<file path="config.mk">
export PLATFORM = sky130hd
export DESIGN_NAME = fat_front_flat
export DESIGN_NICKNAME = d
export VERILOG_FILES = /design/src/design/fat_pkg.sv /design/src/design/fat_if.sv /design/src/design/fat_front.sv /design/src/flat_wrapper.sv
export SDC_FILE = /design/constraint.sdc
export NUM_CORES = 1
export LEC_CHECK = 0
export BUFFER_PORTS_ARGS = -buffer_cell sky130_fd_sc_hd__buf_2
export CAP_MARGIN = 20
export CORE_AREA = 2 2 155 157
export DETAILED_ROUTE_END_ITERATION = 6
export DIE_AREA = 0 0 157 159
export PLACE_DENSITY_LB_ADDON = 0.3
export SYNTH_ARGS = -nofsm -noshare
export SYNTH_HDL_FRONTEND = slang
export SYNTH_SLANG_ARGS = --single-unit
</file>
<file path="constraint.sdc">
create_clock -name clock -period 4.75 [get_ports clock]
set_input_delay 0.7125 -clock clock [delete_from_list [all_inputs] [get_ports clock]]
set_output_delay 0.7125 -clock clock [all_outputs]
set_load 0.01 [all_outputs]
</file>
<file path="src/design/fat_pkg.sv">
// ----------------------------------------------------------------------------
// fat_pkg: shared types and constants of the fat-ray voxel occlusion block
// Holds payload types, operation and result codes, register indexes and the
// default grid dimensions.
// ----------------------------------------------------------------------------
package fat_pkg;

   // default grid dimensions in voxels
   localparam int GRID_X_DEF = 64;
   localparam int GRID_Y_DEF = 64;
   localparam int GRID_Z_DEF = 32;

   // field widths
   localparam int COORD_W    = 24;
   localparam int VS_W       = 16;
   localparam int ORG_W      = 16;
   localparam int CSR_IDX_W  = 3;
   localparam int CSR_DATA_W = 24;

   // command queue between front and back
   localparam int FIFO_DEPTH = 4;

   typedef logic [1:0]                 func_type;
   typedef logic signed [COORD_W-1:0]  coord_type;
   typedef logic [1:0]                 vis_type;
   typedef logic [CSR_IDX_W-1:0]       csr_idx_type;
   typedef logic [CSR_DATA_W-1:0]      csr_data_type;
   typedef logic [1:0]                 op_type;

   // request function codes
   localparam func_type FUNC_MARK  = 2'd0;
   localparam func_type FUNC_QUERY = 2'd1;
   localparam func_type FUNC_CLEAR = 2'd2;

   // classified operations
   localparam op_type OP_MARK  = 2'd0;
   localparam op_type OP_QUERY = 2'd1;
   localparam op_type OP_POP   = 2'd2;
   localparam op_type OP_CLEAR = 2'd3;

   // result codes
   localparam vis_type VIS_VISIBLE   = 2'd0;
   localparam vis_type VIS_POPULATED = 2'd1;
   localparam vis_type VIS_OCCLUDED  = 2'd2;

   // register indexes
   localparam csr_idx_type REG_VOXEL_SIZE = 3'd0;
   localparam csr_idx_type REG_SCAN_X     = 3'd1;
   localparam csr_idx_type REG_SCAN_Y     = 3'd2;
   localparam csr_idx_type REG_SCAN_Z     = 3'd3;
   localparam csr_idx_type REG_ORIGIN_X   = 3'd4;
   localparam csr_idx_type REG_ORIGIN_Y   = 3'd5;
   localparam csr_idx_type REG_ORIGIN_Z   = 3'd6;

   localparam logic [VS_W-1:0] VOXEL_SIZE_RST = 16'd10;

   typedef struct packed {
      op_type    op;
      coord_type px;
      coord_type py;
      coord_type pz;
   } cmd_type;

   // front to back: head of the command queue
   typedef struct packed {
      logic    valid;
      cmd_type cmd;
   } queue_type;

   // back to front: status and dequeue
   typedef struct packed {
      logic map_ready;
      logic pop;
   } back_stat_type;

endpackage

</file>
<file path="src/design/fat_if.sv">
// ----------------------------------------------------------------------------
// fat_if: channel interfaces of the fat-ray voxel occlusion block
// Request, response and register-write channels with valid/ready handshake.
// ----------------------------------------------------------------------------
interface fat_req_if;
   logic               valid;
   logic               ready;
   fat_pkg::func_type  func;
   fat_pkg::coord_type point_x;
   fat_pkg::coord_type point_y;
   fat_pkg::coord_type point_z;
   logic               populated;

   modport source (output valid, func, point_x, point_y, point_z, populated,
                   input ready);
   modport sink   (input valid, func, point_x, point_y, point_z, populated,
                   output ready);
endinterface


</file>
<file path="src/design/fat_front.sv">
// ----------------------------------------------------------------------------
// fat_front: request intake and classification
// Decodes each request into an operation, drops unused codes and holds the
// commands in a short queue for the back end.
// ----------------------------------------------------------------------------
module fat_front (
   input  logic                   clock,
   input  logic                   reset,
   fat_req_if.sink                req,
   input  fat_pkg::back_stat_type stat,
   output fat_pkg::queue_type     q
);
   import fat_pkg::*;

   localparam int PTR_W = $clog2(FIFO_DEPTH);

   cmd_type            fifo_ff [FIFO_DEPTH];
   logic [PTR_W-1:0]   wr_ptr_ff, wr_ptr_in;
   logic [PTR_W-1:0]   rd_ptr_ff, rd_ptr_in;
   logic [PTR_W:0]     count_ff, count_in;
   logic               take;
   logic               push;
   cmd_type            cmd;

   // accept while the map is usable and the queue has room
   assign req.ready = stat.map_ready && (count_ff < (PTR_W+1)'(FIFO_DEPTH));
   assign take      = req.valid && req.ready;

   // classify the transaction
   always_comb begin
      cmd.px = req.point_x;
      cmd.py = req.point_y;
      cmd.pz = req.point_z;
      cmd.op = OP_MARK;
      push   = take;
      unique case (req.func)
         FUNC_MARK:  cmd.op = OP_MARK;
         FUNC_QUERY: cmd.op = req.populated ? OP_POP : OP_QUERY;
         FUNC_CLEAR: cmd.op = OP_CLEAR;
         default:    push   = 1'b0;
      endcase
   end

   // advance pointers
   always_comb begin
      wr_ptr_in = push ? wr_ptr_ff + PTR_W'(1) : wr_ptr_ff;
      rd_ptr_in = stat.pop ? rd_ptr_ff + PTR_W'(1) : rd_ptr_ff;
      count_in  = count_ff + (PTR_W+1)'(push) - (PTR_W+1)'(stat.pop);
   end

   always_ff @(posedge clock) begin
      if (push) begin
         fifo_ff[wr_ptr_ff] <= cmd;
      end
   end

   always_ff @(posedge clock) begin
      if (reset) begin
         wr_ptr_ff <= '0;
         rd_ptr_ff <= '0;
         count_ff  <= '0;
      end else begin
         wr_ptr_ff <= wr_ptr_in;
         rd_ptr_ff <= rd_ptr_in;
         count_ff  <= count_in;
      end
   end

   assign q.valid = (count_ff != '0);
   assign q.cmd   = fifo_ff[rd_ptr_ff];
endmodule

</file>
<file path="src/flat_wrapper.sv">
// flat-port wrapper written by rule: the top's interface ports become plain ports
module fat_front_flat import fat_pkg::*;
  (clock, reset, stat, q, req_valid, req_func, req_point_x, req_point_y, req_point_z, req_populated, req_ready);
  fat_req_if req_i ();
  input  logic clock;
  input  logic reset;
  input  fat_pkg::back_stat_type stat;
  output fat_pkg::queue_type q;
  input wire logic [$bits(req_i.valid)-1:0] req_valid;
  input wire logic [$bits(req_i.func)-1:0] req_func;
  input wire logic [$bits(req_i.point_x)-1:0] req_point_x;
  input wire logic [$bits(req_i.point_y)-1:0] req_point_y;
  input wire logic [$bits(req_i.point_z)-1:0] req_point_z;
  input wire logic [$bits(req_i.populated)-1:0] req_populated;
  output wire logic [$bits(req_i.ready)-1:0] req_ready;
  assign req_i.valid = req_valid;
  assign req_i.func = req_func;
  assign req_i.point_x = req_point_x;
  assign req_i.point_y = req_point_y;
  assign req_i.point_z = req_point_z;
  assign req_i.populated = req_populated;
  assign req_ready = req_i.ready;
  fat_front u_core (.clock(clock), .reset(reset), .req(req_i), .stat(stat), .q(q));
endmodule
</file>
==> flow_results.org, run 1 <==
** STA
- Post-route fraction of the period consumed by the critical path :: 68.3%
- Total setup violations reported at the end of the flow :: 0
- Post-layout min period :: 3.24 ns
- Timing would allow up to 308 MHz.
- Setup Skew :: 0.00540 ns
- The number of hold violations in the final report came to 0.
- Worst slew pin tran :: 1.11 ns
- Measured against its own limit, the worst slew margin works out to 26.1%.
- The max-slew violation count was 0.
- TNS Setup :: 0 ns
- On the final layout, the worst hold slack is 0.390 ns.
- Setup repair after global routing left no endpoint under its margin.

** Place
- Port Buffers :: 155
- Cell area reported after detailed placement :: 12400 um2
- The congestion estimate from routability-driven global placement came to 0.707.
- The wire-length estimate of the detail-placed layout is 11900 um.

** Logic synthesis
- Net Count, Synth :: 533
- The mapped netlist covers 11200 um2.
- The synthesized design spends more area on one cell type than any other, namely edfxtp_1.
- Count of yosys warnings during synthesis :: 0
- Mean Syn Cell Area :: 25.3 um2
- FF+latch count, synth :: 305
- By area the synthesized netlist is led by edfxtp_1 79%, mux4_2 15%, dfxtp_1 1.6%, ha_1 1.0%, buf_6 0.70%.
- Syn Inst Count :: 443
- Sequential elements use 80.8% of the synthesized area.
- Area fraction of the dominant cell type after synthesis :: 79.2%
- After synthesis, the netlist uses 23 different library cells.

** Cells and area
- The finished cells cover 13400 um2.
- For this run, the post-layout net count is 708.
- Cells fill 57.9% of the core in the end.
- Fraction of layout instances using a drive strength above 1 :: 44.5%
- Area growth from synthesis to layout :: 19.7%

** Worst hold path
- Along the worst hold path, the cell count comes to 1.
- Class of the most critical hold timing path :: in2reg

** Power and ir drop
- In this run switching power makes up 20.4% of total power.
- Leakage :: 0.00450 uW
- Power spread over the standard cell area amounts to 449 nW/um2.
- Sequential cells account for 51.4% of the total power.
- The clock network burns 40.4% of the power.
- Power share of the combinational group :: 8.2%
- Internal power comes to 4800 uW.
- In this run the power spent charging and discharging nets is 1230 uW.
- VDD sags by at most 0.328 mV.

** CTS
- For the worst-skew pair, the clock arrives at the later sink with an insertion delay of 0.54 ns.
- Number of resized instances in the post-cts repair step :: 0
- Maximum number of buffers from clock root to sink :: 3
- Counting the buffers created by CTS gives 30.
- Clock-pin slew was measured on the worst setup and hold paths at 0.06 ns.
- CTS Root Buffer Type :: clkbuf_16
- The clock net in this run drives a total of 305 sinks.
- For this design, the CTS-stage hold fixing added 0 buffers.
- After clock tree synthesis, the setup repair step added 0 buffers.
- CTS tree :: built
- In this run the number of H-tree levels came out at 1.

** Worst setup path
- The cell family contributing the most delay on the critical path is flip-flops.
- Biggest cell delay along the critical path :: 0.79 ns
- Slowest cell on the critical path :: dfxtp_4
- Startpoint Class :: register
- Crit end category :: primary output
- Register-to-register path setup slack :: 2.58 ns
- Counting cells, the worst reg-to-reg path comes to 4.
- Endpoint arrival time on the critical path :: 2.53 ns
- The critical path contains buffers and inverters numbering 2 combined.
- Kind of critical path :: reg2out
- Critical Path Fanout Max :: 45
- Required arrival time at the worst endpoint :: 4.04 ns
- Number of stages on the worst setup path :: 3
- CP cell instances :: buf_12, mux4_2, buf_2

** Global routing
- The first global-routing pass estimated 31100 um of wire.
- The number of antenna violations at the first check in global routing was 3.
- For this run the aggregate overflow at the end of global routing stands at 0.
- Entering global routing, the biggest net connects 75 pins.
- Via count of the first global-routing pass :: 5504
- Global-route total usage across every layer :: 16.4%

** Floorplan
- The floorplan step set the die height to 159 um.
- Core outline area :: 23200 um2
- Pin placement for this block handled 156 I/O pins.
- Once the floorplan was initialized, standard cells occupied 48.4% of the core.
- In this run the horizontal extent of the chip is 157 um.
- In this run the core area contains 56 standard-cell rows.
- The die covers 25000 um2.

** Detailed routing
- Drt drc :: 0
- Vias after detailed routing :: 5030
- Initial DRT Pass Iterations :: 4
- Mean number of vias per cell :: 5.22
- Total Wirelength :: 20100 um
- Dividing the detail-routed wire length by the instance count gives 20.8 um.
- Post-route antenna net violation count :: 0
- For this block, the initial DRC count from the detailed router was 283.

** Status
- The run finished with clean final reports.

** Job
- Max-Cap Viols :: 0
-- layout make-up --
cell class | instances | area, um2
Timing Repair Buffer | 161 | 883
Inverter | 9 | 33.8
Tap cell | 319 | 399
Multi-Input combinational cell | 111 | 2000
Clock inverter | 23 | 259
Sequential cell | 305 | 9080
Clock buffer | 33 | 783
Antenna cell | 2 | 5.00
Fill cell | 1672 | 9750
-- metal layers --
layer	vias up	global-route usage (%)	wire length (um)
met4	2	4.17	366
met5	-	0	13
li1	2227	-	-
met1	2607	21.7	8100
met3	40	4.68	1550
met2	154	27.0	10000
-- synthesized netlist by cell type (all sizes together) --
| cell | instances |
|---|---|
| nand2b | 3 |
| dfxtp | 9 |
| ha | 9 |
| a21bo | 1 |
| clkbuf | 2 |
| buf | 16 |
| xor3 | 1 |
| edfxtp | 296 |
| nand3b | 1 |
| and2 | 4 |
| or3 | 1 |
| a21oi | 3 |
| mux2 | 1 |
| xnor2 | 1 |
| inv | 9 |
| mux2i | 1 |
| mux4 | 74 |
| nor4bb | 1 |
| nor2b | 4 |
| fa | 1 |
| nor2 | 5 |
-- flip-flops by register name (all words and copies together) (netlist names), named ones only --
signal	flops
u_core.wr_ptr_ff	2
u_core.fifo_ff	296
u_core.rd_ptr_ff	2
u_core.count_ff	3
-- kinds of logic (layout without fill, tap and decap cells) --
kind of cell / count (synthesis) / in the layout / synth area share, %
DFF: 305 / 305 / 80.8
muxes: 76 / 76 / 15.0
and+or+nand+nor: 19 / 19 / 0.992
AOI/OAI and AO/OA: 4 / 4 / 0.223
other: 0 / 2 / 0
adders and majority gates: 10 / 10 / 1.18
buffers and inverters: 27 / 226 / 1.49
xor gates and xnor gates: 2 / 2 / 0.290
-- metrics by stage --
stage          power (uW)  std cells  setup slack [ns]
5_1_grt              6250        962              1.29
3_5_place_dp         3670        905              1.87
2_1_floorplan        3450        443              1.26
4_1_cts              6100        961              1.39
3_3_place_gp         3650        905              1.93
6_report             6030        963              1.51
-- final timing paths --
check                                                       from                                to
worst max-delay path                                    register                             q[28]
worst min-delay path                             req_point_z[18]   u_core.fifo_ff[1][18]$_DFFE_PP_
worst max register to register     u_core.count_ff[2]$_SDFF_PP0_   u_core.fifo_ff[1][72]$_DFFE_PP_
worst min register to register  u_core.wr_ptr_ff[1]$_SDFFE_PP0P_  u_core.wr_ptr_ff[1]$_SDFFE_PP0P_
-- power groups by stage --
stage	Sequential (uW)	Clock [uW]	Combinational (uW)
finish	3100	2430	495
global route	3110	2600	540
CTS	3100	2490	509
detailed placement	3160	0	507
global placement	3150	0	497
floorplan	3120	0	330
-- cells in the final DEF, fill, tap and decap left out, drive strengths merged --
cell / Yosys / final
xnor2: 1 / 1
clkinvlp: 0 / 3
dfxtp: 9 / 9
clkinv: 0 / 14
nor2: 5 / 5
nand3b: 1 / 1
ha: 9 / 9
fa: 1 / 1
bufinv: 0 / 6
a21oi: 3 / 3
edfxtp: 296 / 296
nand2b: 3 / 3
mux2i: 1 / 1
and2: 4 / 4
buf: 16 / 161
mux4: 74 / 74
clkbuf: 2 / 33
mux2: 1 / 1
a21bo: 1 / 1
or3: 1 / 1
nor4bb: 1 / 1
xor3: 1 / 1
nor2b: 4 / 4
diode: 0 / 2
inv: 9 / 9
Power figures use the tool's default switching activity.
==> inputs of run 2 (changes only) <==
==> constraint.sdc (replaced) <==
create_clock -name clock -period 2.63 [get_ports clock]
set_input_delay 0.3945 -clock clock [delete_from_list [all_inputs] [get_ports clock]]
set_output_delay 0.3945 -clock clock [all_outputs]
set_load 0.01 [all_outputs]
==> run 2 against run 1 <==
  * Non-clock buffer count rose by 27
  * Sequential share of layout area decreased by 1.1 points
  * Via count rose by 1.2%
  * Clock-buffer cell count up 6
  * Clock skew up 0.0084 ns
  * Sequential cell count unchanged
  * Core utilization is 0.93 points higher
==> flow_results.org, run 2 (synthesized netlist as in run 1, its figures left out) <==
** Status
- The flow ran to the end, and the final reports show no timing, DRC or antenna violations.

** Detailed routing
- Mean number of vias per cell :: 5.14
- Violation count after the first detailed-routing iteration :: 356
- Total Wirelength :: 20600 um
- The first detailed-routing pass ran for 4 iterations.
- The count of nets left with antenna violations once routing finished came out at 0.
- Vias after detailed routing :: 5088
- Post-DR wirelength/cell :: 20.8 um
- After detailed routing, the number of remaining DRC violations is 0.

** Cells and area
- Leading cell type in the layout, fill and taps excluded :: edfxtp_1
- Relative to the synthesized area, the layout overhead comes to 21.6%.
- Max reg flops :: 296
- Number of nets at the end of the flow :: 735
- After the flow finishes, the layout carries non-filler instances totaling 990.
- Counting flops per register, the top entry is u_core.fifo_ff.
- Summing all non-filler instances in the final layout gives an area of 13700 um2.
- Largest regs :: u_core.fifo_ff (296), u_core.count_ff (3)
- Leaving out fill and tap cells, the most frequent cells in the layout are 296 x edfxtp_1, 155 x buf_2, 74 x mux4_2.
- In the final layout, the share of cells above drive strength 1 is 46.6%.

** Floorplan
- For this design the top-level I/O count stands at 156.
- From left edge to right edge, the die measures 157 um.
- In this run the core area contains 56 standard-cell rows.
- Once the floorplan was initialized, standard cells occupied 48.4% of the core.
- Y dimension of the die :: 159 um
- In this run the standard cell core region covers 23200 um2.
- Die footprint :: 25000 um2

** STA
- The number of hold violations in the final report is 0.
- Total setup violations reported at the end of the flow :: 0
- Slew margin rel. :: 69.0%
- Setup repair after global routing left no endpoint under its margin.
- At the pin with the least slew margin, the transition time is 0.465 ns.
- The clock arrives with 0.0138 ns of skew.
- Post-route fraction of the period consumed by the critical path :: 94.2%
- Max-slew violation count :: 0
- For this run, the top clock speed supported by timing is 403 MHz.
- Setup slack of the critical path after layout :: 0.151 ns
- The worst path needs 2.48 ns of the cycle, external delays included.
- TNS Setup :: 0 ns

** Power and ir drop
- Total power per unit cell area :: 776 nW/um2
- Power share of the combinational group :: 9.5%
- Tot Pwr :: 10600 uW
- Per report_power, the sequential group accounts for 52.5% of the total.
- For this design the static power due to leakage is 0.00463 uW.
- Part of the total power dissipated in the clock network :: 38.0%
- Net switching power :: 2240 uW
- Cell-internal power :: 8360 uW
- The worst-case IR drop observed on VDD is 0.534 mV.
- Net switching is 21.1% of the power.

** CTS
- The tree is rooted in a clkbuf_16.
- Maximum number of buffers from clock root to sink :: 3
- In this run the number of H-tree levels came out at 1.
- Post-CTS Setup Repair Bufs :: 0
- Number of buffers inserted during clock tree synthesis :: 30
- TritonCTS built the clock tree.
- Number of clock sinks seen by CTS :: 305
- The number of gates resized after CTS was 0.
- Clock-pin slew of the registers on the worst-case setup and hold paths :: 0.06 ns
- Clock latency of the later-clocked register in the worst-skew pair :: 0.54 ns
- Buffers inserted to repair hold after CTS numbered 0.

** Worst setup path
- CP cell instances :: buf_4, mux4_2, buf_2
- The largest single stage delay on the critical path is 0.63 ns.
- For the worst flop-to-flop path, the logic depth is 4.
- Data on the critical path is required at its endpoint by 2.24 ns.
- Endpoint of the lowest-slack register-to-register path :: u_core.fifo_ff[2][43]$_DFFE_PP_
- Startpoint Class :: register
- In this run the worst path has a maximum fanout of 28.
- Together, buffers and inverters on the worst path number 2.
- The startpoint identified for the worst register-to-register timing path is u_core.count_ff[2]$_SDFF_PP0_.
- Slowest cell on the critical path :: dfxtp_4
- Endpoint arrival time on the critical path :: 2.08 ns
- Register-to-register path setup slack :: 0.85 ns
- The worst setup path is captured at a primary output.
- Kind of critical path :: reg2out
- The cell family contributing the most delay on the critical path is flip-flops.

** Place
- Final GP Congestion :: 0.751
- Timing analysis after detailed placement gives a worst setup slack of 0.430 ns.
- Placed cell count :: 922
- The count of buffers added on input and output ports is 155.
- Cell area reported after detailed placement :: 12600 um2
- DP HPWL :: 13400 um

** Worst hold path
- For hold timing, the worst endpoint is u_core.fifo_ff[0][2]$_DFFE_PP_.
- In this run the worst hold path is classified as in2reg.
- Along the worst hold path, the cell count comes to 1.
- Origin of the worst min-delay path :: req_point_z[2]

** Global routing
- The number of antenna violations at the first check in global routing came to 1.
- Via count of the first global-routing pass :: 5456
- Global-route total usage across every layer :: 16.6%
- The total overflow left after global routing is 0.
- Wire length of the first global-routing pass :: 31400 um
- Entering global routing, the biggest net connects 34 pins.

** Job
- Max-Cap Viols :: 0
-- run 2: metrics by stage --
step	hold WS (ns)	utilization (%)
final	0.0725	58.9
after global routing	0.0541	58.9
after CTS	0.0477	58.5
after detailed placement	0.521	54.4
after global placement	0.489	54.4
after floorplan	0.482	-
-- run 2: area by class of cell --
cell class                 instances  area (um2)
timing repair buffer             188        1200
multi-input combinational        111        2000
inverter                           9        33.8
sequential                       305        9080
fill                            1649        9540
tap                              319         399
antenna                            2        5.00
clock inverter                    17         138
clock buffer                      39         806
-- run 2: power groups by stage --
stage / Clock, uW / Sequential (uW) / Combinational [uW]
2_1_floorplan: 0 / 5630 / 596
3_3_place_gp: 0 / 5660 / 971
3_5_place_dp: 0 / 5670 / 989
4_1_cts: 4130 / 5570 / 994
5_1_grt: 4320 / 5570 / 1090
6_report: 4030 / 5560 / 1000
-- run 2: worst max path at each step --
stage / start / to / slack [ns] / cells past startpoint
CTS: register / q[1] / 0.03 / 3
floorplan: req_func[0] / u_core.fifo_ff[0][0]$_DFFE_PP_ / 0.26 / 4
global placement: req_func[0] / u_core.fifo_ff[2][55]$_DFFE_PP_ / 0.48 / 6
detailed placement: req_func[0] / u_core.fifo_ff[2][52]$_DFFE_PP_ / 0.43 / 6
finish: register / q[71] / 0.15 / 3
global route: register / q[71] / 0.06 / 3
-- run 2: per-layer routing --
| metal | track usage (%) | up-vias | share of wire, % | routed length (um) |
|---|---|---|---|---|
| met2 | 27.1 | 163 | 49 | 10200 |
| met3 | 3.43 | 26 | 6.4 | 1310 |
| met5 | 0 | - | 0 | 0 |
| met1 | 23.2 | 2619 | 42 | 8730 |
| met4 | 4.21 | 0 | 1.7 | 359 |
| li1 | - | 2280 | - | - |
